**src/hdl/sbmq_pkg.sv**
```systemverilog
package sbmq_pkg;

	localparam int SLOTS  = 16;
	localparam int QUEUES = 4;

	localparam int PW  = $clog2(SLOTS + 1);
	localparam int SIW = $clog2(SLOTS);
	localparam int QIW = (QUEUES > 1) ? $clog2(QUEUES) : 1;
	localparam int DW  = 32;

	localparam logic [PW-1:0] NULL_PTR = PW'(SLOTS);

	localparam logic FUNC_ENQ = 1'b0;
	localparam logic FUNC_DEQ = 1'b1;

	localparam logic [1:0] ST_OK    = 2'd0;
	localparam logic [1:0] ST_FULL  = 2'd1;
	localparam logic [1:0] ST_EMPTY = 2'd2;

	typedef struct packed {
		logic exec;
		logic fin;
	} sbmq_cmd_t;

endpackage

```
**src/hdl/shared_buffer_multi_queue.sv**
```systemverilog
// Channel   Handshake                     Payload
// command   start, accepted when !busy    func, queue_num, data_in
// result    done, one-cycle strobe        status, data_out
//
// Each command has an accept edge, which updates heads, links and the free list,
// and a finishing cycle, which writes the end-of-queue link of an enqueued slot.
// The result strobe appears in the cycle after that, while a new command can be taken.
// Reset is asynchronous and puts all slots on the free list with every queue empty.
// The receiver cannot stall, so results are never held.
module shared_buffer_multi_queue
	import sbmq_pkg::*;
(
	input  logic                 clk,
	input  logic                 arst_n,
	input  logic                 start,
	output logic                 busy,
	input  logic                 func,
	input  logic [1:0]           queue_num,
	input  logic signed [DW-1:0] data_in,
	output logic                 done,
	output logic [1:0]           status,
	output logic signed [DW-1:0] data_out
);

	sbmq_cmd_t cmd;

	sbmq_ctrl u_ctrl (
		.clk    (clk),
		.arst_n (arst_n),
		.start  (start),
		.busy   (busy),
		.cmd    (cmd)
	);

	sbmq_dp u_dp (
		.clk       (clk),
		.arst_n    (arst_n),
		.cmd       (cmd),
		.func      (func),
		.queue_num (queue_num),
		.data_in   (data_in),
		.done      (done),
		.status    (status),
		.data_out  (data_out)
	);

endmodule

```
**src/hdl/sbmq_ctrl.sv**
```systemverilog
module sbmq_ctrl
	import sbmq_pkg::*;
(
	input  logic      clk,
	input  logic      arst_n,
	input  logic      start,
	output logic      busy,
	output sbmq_cmd_t cmd
);

	typedef enum logic [1:0] {
		S_IDLE = 2'b01,
		S_FIN  = 2'b10
	} state_t;

	state_t state_q;
	state_t state_d;

	always_comb begin
		state_d = state_q;
		case (state_q)
			S_IDLE: begin
				if (start) state_d = S_FIN;
			end
			S_FIN: begin
				state_d = S_IDLE;
			end
			default: begin
				state_d = S_IDLE;
			end
		endcase
	end

	always_ff @(posedge clk or negedge arst_n) begin
		if (!arst_n) begin
			state_q <= S_IDLE;
		end else begin
			state_q <= state_d;
		end
	end

	assign busy     = (state_q != S_IDLE);
	assign cmd.exec = start && (state_q == S_IDLE);
	assign cmd.fin  = (state_q == S_FIN);

endmodule

```
**src/hdl/sbmq_dp.sv**
```systemverilog
module sbmq_dp
	import sbmq_pkg::*;
(
	input  logic                 clk,
	input  logic                 arst_n,
	input  sbmq_cmd_t            cmd,
	input  logic                 func,
	input  logic [1:0]           queue_num,
	input  logic signed [DW-1:0] data_in,
	output logic                 done,
	output logic [1:0]           status,
	output logic signed [DW-1:0] data_out
);

	logic [PW-1:0]  queue_head_q [QUEUES];
	logic [SIW-1:0] queue_tail_q [QUEUES];
	logic [PW-1:0]  slot_link_q  [SLOTS];
	logic [DW-1:0]  slot_data_q  [SLOTS];
	logic [PW-1:0]  free_head_q;

	logic           enq_s1;
	logic           deq_s1;
	logic [SIW-1:0] slot_s1;
	logic [1:0]     status_s1;
	logic [DW-1:0]  data_rd_s1;

	logic           done_q;
	logic [1:0]     status_q;
	logic [DW-1:0]  data_out_q;

	logic           q_valid;
	logic [QIW-1:0] qidx;
	logic [PW-1:0]  hd;
	logic           hd_valid;
	logic           fh_valid;
	logic [SIW-1:0] fh_idx;
	logic [SIW-1:0] hd_idx;
	logic [SIW-1:0] tail_idx;
	logic           enq_ok;
	logic           deq_ok;
	logic [PW-1:0]  link_rd;

	assign q_valid  = int'(queue_num) < QUEUES;
	assign qidx     = QIW'(queue_num);
	assign hd       = queue_head_q[qidx];
	assign hd_valid = int'(hd) < SLOTS;
	assign fh_valid = int'(free_head_q) < SLOTS;
	assign fh_idx   = free_head_q[SIW-1:0];
	assign hd_idx   = hd[SIW-1:0];
	assign tail_idx = queue_tail_q[qidx];
	assign enq_ok   = cmd.exec && (func == FUNC_ENQ) && q_valid && fh_valid;
	assign deq_ok   = cmd.exec && (func == FUNC_DEQ) && q_valid && hd_valid;
	assign link_rd  = slot_link_q[(func == FUNC_ENQ) ? fh_idx : hd_idx];

	always_ff @(posedge clk or negedge arst_n) begin
		if (!arst_n) begin
			for (int i = 0; i < SLOTS; i++) begin
				slot_link_q[i] <= PW'(i + 1);
			end
		end else if (enq_ok && hd_valid) begin
			slot_link_q[tail_idx] <= free_head_q;
		end else if (deq_ok) begin
			slot_link_q[hd_idx] <= free_head_q;
		end else if (cmd.fin && enq_s1) begin
			slot_link_q[slot_s1] <= NULL_PTR;
		end
	end

	always_ff @(posedge clk or negedge arst_n) begin
		if (!arst_n) begin
			for (int i = 0; i < QUEUES; i++) begin
				queue_head_q[i] <= NULL_PTR;
			end
			free_head_q <= '0;
			enq_s1      <= 1'b0;
			deq_s1      <= 1'b0;
			done_q      <= 1'b0;
		end else begin
			if (enq_ok) begin
				free_head_q <= link_rd;
				if (!hd_valid) queue_head_q[qidx] <= free_head_q;
			end else if (deq_ok) begin
				free_head_q        <= hd;
				queue_head_q[qidx] <= link_rd;
			end
			if (cmd.exec) begin
				enq_s1 <= enq_ok;
				deq_s1 <= deq_ok;
			end
			done_q <= cmd.fin;
		end
	end

	always_ff @(posedge clk) begin
		if (enq_ok) begin
			queue_tail_q[qidx]  <= fh_idx;
			slot_data_q[fh_idx] <= data_in;
		end
		if (cmd.exec) begin
			data_rd_s1 <= slot_data_q[hd_idx];
			slot_s1    <= fh_idx;
			if (func == FUNC_ENQ) begin
				status_s1 <= enq_ok ? ST_OK : ST_FULL;
			end else begin
				status_s1 <= deq_ok ? ST_OK : ST_EMPTY;
			end
		end
		if (cmd.fin) begin
			status_q   <= status_s1;
			data_out_q <= deq_s1 ? data_rd_s1 : '0;
		end
	end

	assign done     = done_q;
	assign status   = status_q;
	assign data_out = data_out_q;

	a_done_after_fin: assert property (@(posedge clk) disable iff (!arst_n)
		done |-> $past(cmd.fin))
		else $error("Result strobe without a finishing cycle.");

	a_enq_moves_free: assert property (@(posedge clk) disable iff (!arst_n)
		enq_ok |=> free_head_q != $past(free_head_q))
		else $error("Enqueue left the free-list head in place.");

	a_deq_pushes_free: assert property (@(posedge clk) disable iff (!arst_n)
		deq_ok |=> free_head_q == $past(hd))
		else $error("Dequeued slot did not become the free-list head.");

endmodule

```
**config.mk**
```make
export PLATFORM = sky130hd
export DESIGN_NAME = shared_buffer_multi_queue
export DESIGN_NICKNAME = d
export VERILOG_FILES = /design/src/hdl/sbmq_pkg.sv /design/src/hdl/shared_buffer_multi_queue.sv /design/src/hdl/sbmq_ctrl.sv /design/src/hdl/sbmq_dp.sv
export SDC_FILE = /design/constraint.sdc
export NUM_CORES = 1
export LEC_CHECK = 0
export ABC_AREA = 0
export BUFFER_PORTS_ARGS = -buffer_cell sky130_fd_sc_hd__buf_2
export CORE_UTILIZATION = 55
export CTS_CLUSTER_DIAMETER = 200
export DETAILED_ROUTE_END_ITERATION = 8
export PLACE_DENSITY = 0.78
export SLEW_MARGIN = 25
export SYNTH_ARGS = -nofsm -noshare
export SYNTH_HDL_FRONTEND = slang
export SYNTH_SLANG_ARGS = --single-unit
```
**constraint.sdc**
```tcl
create_clock -name clk -period 7.1 [get_ports clk]
set_clock_uncertainty 0.15 [all_clocks]
set_input_delay 1.42 -clock clk [delete_from_list [all_inputs] [get_ports clk]]
set_output_delay 1.42 -clock clk [all_outputs]
set_load 0.03 [all_outputs]
```
==> results.cfg, run 1 <==
[status]
status = completed

[cts]
clock-sinks = 710
post_cts_buffers = 0
postCtsHoldBufs = 0
path_clk_slew_ns = 0.06
cts-resized-gates = 0
cts_tree = done
cts_root_buffer = clkbuf_16
cts_buffers = 71
insertion_delay_ns = 0.61
htree_levels = 3
cts_buffer_depth = 3

[detailed_routing]
wl_met3_um = 6375
vias = 16797
drt_iter0_markers = 2136
ant_nets = 0
met2_length_um = 34990
wl_met1_um = 27800
highest_layer = met5
drc = 0
dr.pass1.iters = 8
wl_per_cell_um = 28.67
routed_via_density = 6.692
wl_um = 71960

[min_path]
hold_depth = 0
hold_class = flip-flop to flip-flop
min_from = u_dp.status_s1[1]$_SDFFCE_PN0N_
min_to = u_dp.status[1]$_DFFE_PN_

[critical_path]
crit_path_end_kind = flip-flop
worst_path_max_delay_cell = buf_4
crit_required_ns = 7.40
critPathKind = primary input to flip-flop
cp_max_fo = 89
rrSetupSlack_ns = 3.17
slowest_delay_ns = 0.71
arrival_ns = 4.94
start_kind = primary input
rr_startpoint = u_ctrl.state_q[0]$_DFFE_PN1P_
path_cells = buf_2 > mux2_2 > mux2_8 > buf_4 > nand3_1 > a221oi_2 > nand2_1 > a21oi_1 > o22ai_1
reg2reg_depth = 6
r2r-end = u_dp.slot_data_q[5][0]$_DFFE_PP_

[synth]
syn_inst = 1688
async_flop_share_pct = 15.49
synth_common_cells = edfxtp_1 (600), mux4_2 (140), nand2_1 (138)
synthTopCellsByArea = edfxtp_1 (62%), mux4_2 (11%), dfrtp_1 (6.2%), dfstp_2 (3.5%), nand2_1 (1.8%)
yosys.area.top_type = edfxtp_1
synth-edff-count = 600
synth_seq_cells = 710
synth_most_common_cell = edfxtp_1
synth_cell_types = 59
synth.avg_cell_area_um2 = 17.13
synth_ff_type = edfxtp_1
ys_warn_count = 0
yosysTopAreaCellShare_pct = 62.32
syn_nets = 1726
syn-cell-area_um2 = 28910
yosysSeqAreaShare_pct = 72.00

[sta]
setup_viol = 0
tightest_slew_ns = 1.060
period_minus_slack_ns = 4.647
fin_tns_setup_ns = 0
clock.fmax_mhz = 215.2
post-route-period-util_pct = 65.45
rsz0062_at_grt = false
max-slew-margin-rel_pct = 29.16
drv_slew = 0
hold_viol_final = 0
fin_hold_ws_ns = 0.2759

[final_layout]
fin_nets = 1817
fillers = 3475
final_core_util_pct = 62.95
drive_above_1_share_pct = 25.11
fin_area_um2 = 32490
syn2layout_area_growth_pct = 12.37

[flow_run]
cap_violations = 0

[power]
peakVddDrop_uv = 321.7
pwr-share-seq_pct = 43.5
p_per_area_nw_per_um2 = 363.4
leakage_nw = 10.72
power_frac_comb_pct = 25.4
netSwitchingPower_mw = 3.496
swShare_pct = 29.61
internal_power_mw = 8.311
clkPwrFrac_pct = 31.1

[grt]
grt_pass1_vias = 16948
grt_max_degree = 90
grt_pass1_wl_um = 107200
track_usage_pct = 27.47
antenna_found_initial = 6
overflow = 0

[floorplan]
rows = 83
io_pins = 74
chipWidth_um = 231.3
initial_utilization_pct = 56.02
dieArea_um2 = 53490
dieHeight_um = 231.3
core_region_area_um2 = 51610

[placement]
place.gp.congestion = 0.9590
placed_cell_area_um2 = 30200
port_buffers = 73
dp_hpwl_um = 37610
[worst max-delay path: cells and delay by family]
family,cells,cell delay [ns]
buf+inv,2,1.15
mux,2,0.95
simple gates,2,0.48
compound gates,3,0.76
[power by group through the flow]
| stage | sequential (mW) | combinational [mW] | clock (mW) |
|---|---|---|---|
| after floorplan | 5.15 | 2.16 | 0 |
| after detailed placement | 5.20 | 2.95 | 0 |
| after global placement | 5.20 | 2.90 | 0 |
| after CTS | 5.13 | 2.99 | 3.71 |
| final | 5.13 | 3.00 | 3.67 |
| after global routing | 5.15 | 3.20 | 3.86 |
[sequential cells by signal, summed over array words and instances (netlist names)]
register / flops
u_dp.slot_data_q: 512
u_dp.slot_link_q: 80
u_dp.data_out: 32
u_dp.data_rd_s1: 32
u_dp.queue_head_q: 20
u_dp.queue_tail_q: 16
u_dp.free_head_q: 5
u_dp.slot_s1: 4
u_ctrl.state_q: 2
u_dp.status: 2
u_dp.status_s1: 2
u_dp.deq_s1: 1
u_dp.done: 1
u_dp.enq_s1: 1
[worst max path at each step]
stage | from | endpoint | slack [ns] | depth (start not counted)
floorplan | func | u_dp.slot_data_q[0][0]$_DFFE_PP_ | 0.85 | 5
global placement | queue_num[0] | u_dp.slot_link_q[27]$_DFFE_PN0P_ | 1.94 | 9
CTS | queue_num[0] | u_dp.slot_link_q[27]$_DFFE_PN0P_ | 2.53 | 9
detailed placement | queue_num[0] | u_dp.slot_link_q[27]$_DFFE_PN0P_ | 1.87 | 9
global route | queue_num[0] | u_dp.slot_link_q[27]$_DFFE_PN0P_ | 2.20 | 9
finish | queue_num[0] | u_dp.slot_link_q[27]$_DFFE_PN0P_ | 2.45 | 9
[per-stage QoR]
step,worst slack [ns],cells,power [mW]
global placement,1.936,2385,8.095
floorplan,0.8470,1688,7.317
global route,2.205,2510,12.22
finish,2.453,2510,11.81
detailed placement,1.865,2385,8.151
CTS,2.529,2507,11.83
[routing by layer]
layer / vias up / track usage (%)
met5: - / 0
met4: 8 / 11.34
met3: 220 / 5.881
met2: 1050 / 43.80
met1: 8606 / 37.05
li1: 6913 / -
[layout make-up]
class	count	area [um2]	share of cell area, %
antenna	2	5.005	0.01540
clock buffer	89	1907	5.869
clock inverter	33	351.6	1.082
inverter	8	30.03	0.09243
multi-input combinational	876	7823	24.08
sequential	710	20820	64.07
tap	680	850.8	2.619
timing repair buffer	112	705.7	2.172
[kinds of logic (layout without fill, tap and decap cells)]
group,after synthesis,after routing,share of synthesized area (%)
buf+inv,102,242,1.554
simple gates,407,407,6.664
other cells,0,2,0
flops,710,710,72.00
compound gates,286,286,7.253
mux,183,183,12.53
[layout by cell type, fill, tap and decap left out, types with 43 or more instances in the layout]
cell and instances:
a21oi_1 63, a221o_1 43, and2_1 76, buf_2 72, clkbuf_16 73, dfrtp_1 72
edfxtp_1 600, mux4_2 140, nand2_1 137, nor2_1 97
(Power assumes the default switching activity.)
==> inputs of run 2 (changes only) <==
Settings changed: PLACE_DENSITY 0.78 to 0.8.
Clock period 7.1 ns to 3.85 ns, I/O delays scaled along.
==> run 2 against run 1 <==
  * Die area unchanged
  * Routed wire length increased by 3.3%
  * Non-clock buffer count increased by 56
  * Utilization increased by 1.3 points
  * Sequential share of layout area decreased by 1.3 points
  * Via count increased by 2.7%
  * Highest routed layer unchanged
  * Global-route usage increased by 0.81 points
  * Flip-flop and latch count unchanged
  * Final cell count increased by 2.6%
  * Clock power increased by 89%
  * Critical path depth unchanged
==> results.cfg, run 2 (same netlist as run 1, synthesis figures left out) <==
[sta]
period_minus_slack_ns = 3.211
setup_viol = 0
setup_ws_ns = 0.6385
post-route-period-util_pct = 83.41
clock.fmax_mhz = 311.4
fin_tns_setup_ns = 0
max-slew-margin-rel_pct = 33.31
drv_slew = 0
tightest_slew_ns = 1.000
rsz0062_at_grt = false
fin_hold_ws_ns = 0.04874
hold_viol_final = 0

[detailed_routing]
dr.pass1.iters = 6
wl_um = 74370
drc = 0
drt_iter0_markers = 2129
wl_per_cell_um = 28.88
vias = 17246
ant_nets = 0
routed_via_density = 6.697

[critical_path]
crit_end = u_dp.free_head_q[1]$_DFFE_PN0P_
crit_required_ns = 4.14
r2r-end = u_dp.data_rd_s1[7]$_DFFE_PN_
cp_max_fo = 20
critPathKind = primary input to flip-flop
crit_path_start = queue_num[0]
arrival_ns = 3.50
rrSetupSlack_ns = 0.77
crit_path_end_kind = flip-flop
reg2reg_depth = 7
rr_startpoint = u_dp.queue_head_q[15]$_DFFE_PN0P_
start_kind = primary input

[final_layout]
fillers = 3363
largest_reg_flops = 512
fin_nets = 1874
top_regs = u_dp.slot_data_q x512, u_dp.slot_link_q x80
syn2layout_area_growth_pct = 14.70
final_cells = 2575
top_register = u_dp.slot_data_q
final_cell_mix = edfxtp_1 (600), mux4_2 (140), nand2_1 (138)
final_common_cell = edfxtp_1
drive_above_1_share_pct = 27.77

[power]
power_frac_comb_pct = 26.2
pwr-share-seq_pct = 42.7
peakVddDrop_uv = 478.2
leakage_nw = 11.08
clkPwrFrac_pct = 31.1
internal_power_mw = 15.62
netSwitchingPower_mw = 6.700
p_per_area_nw_per_um2 = 673.1
swShare_pct = 30.01

[placement]
dp_hpwl_um = 41110
dp_slack_ns = 0.07142
dp.cells = 2442
port_buffers = 73
place.gp.congestion = 1.022

[cts]
postCtsHoldBufs = 0
insertion_delay_ns = 0.63
clock-sinks = 710
path_clk_slew_ns = 0.07
cts_tree = done
cts_root_buffer = clkbuf_16
cts_buffer_depth = 3
htree_levels = 3
cts-resized-gates = 0
cts_buffers = 72
post_cts_buffers = 0

[grt]
grt_pass1_wl_um = 110600
overflow = 0
antenna_found_initial = 3
grt_max_degree = 111
track_usage_pct = 28.28
grt_pass1_vias = 17624

[floorplan]
dieArea_um2 = 53490
io_pins = 74
rows = 83
initial_utilization_pct = 56.02
dieHeight_um = 231.3
core_region_area_um2 = 51610
chipWidth_um = 231.3

[flow_run]
cap_violations = 0

[min_path]
hold_class = primary input to asynchronous set/reset pin

[status]
status = completed
[run 2: critical path, stage by stage]
cell      delay, ns
buf_2          0.30
mux2_2         0.43
a221oi_2       0.36
buf_12         0.21
mux2i_1        0.31
a221o_1        0.20
and4bb_2       0.24
a311oi_2       0.44
o221ai_1       0.23
[run 2: power by group through the flow]
stage                     Combinational (mW)  Sequential (mW)  Clock [mW]
after global routing                    6.21             9.56        7.28
after CTS                               5.82             9.51        7.02
final                                   5.84             9.54        6.95
after floorplan                         4.00             9.50           0
after global placement                  5.58             9.64           0
after detailed placement                5.72             9.65           0
[run 2: worst min path at each step]
stage	end
after floorplan	u_dp.status[0]$_DFFE_PN_
after global placement	u_dp.status[0]$_DFFE_PN_
after detailed placement	u_dp.status[0]$_DFFE_PN_
after CTS	u_dp.free_head_q[4]$_DFFE_PN0P_
after global routing	u_dp.queue_head_q[13]$_DFFE_PN0P_
final	u_dp.queue_head_q[18]$_DFFE_PN0P_
[run 2: metrics by stage]
step                      util (%)  power, mW  cell area, um2
after floorplan                  -      13.50           28940
after global placement       59.68      15.22           30800
after detailed placement     59.68      15.37           30800
after CTS                    64.25      22.35           33160
final                        64.25      22.32           33160
after global routing         64.25      23.05           33160
[run 2: layer usage]
layer  global-route usage [%]  vias to the layer above  part of all wire (%)
met1                    37.45                     8780                    37
met4                    11.38                        4                   3.6
met2                    45.84                     1193                    49
li1                         -                     7038                     -
met5                        0                        -                 0.036
met3                    6.176                      231                    10
[run 2: area by class of cell]
type                    count  area (um2)  share of cell area, %
inverters                   8       30.03                0.09055
clock buffers              96        1983                  5.980
multi-input cells         876        7835                  23.63
diodes                      1       2.502               0.007546
well taps                 680       850.8                  2.566
clock inverters            36       374.1                  1.128
repair buffers            168        1269                  3.826
flip-flops and latches    710       20820                  62.78
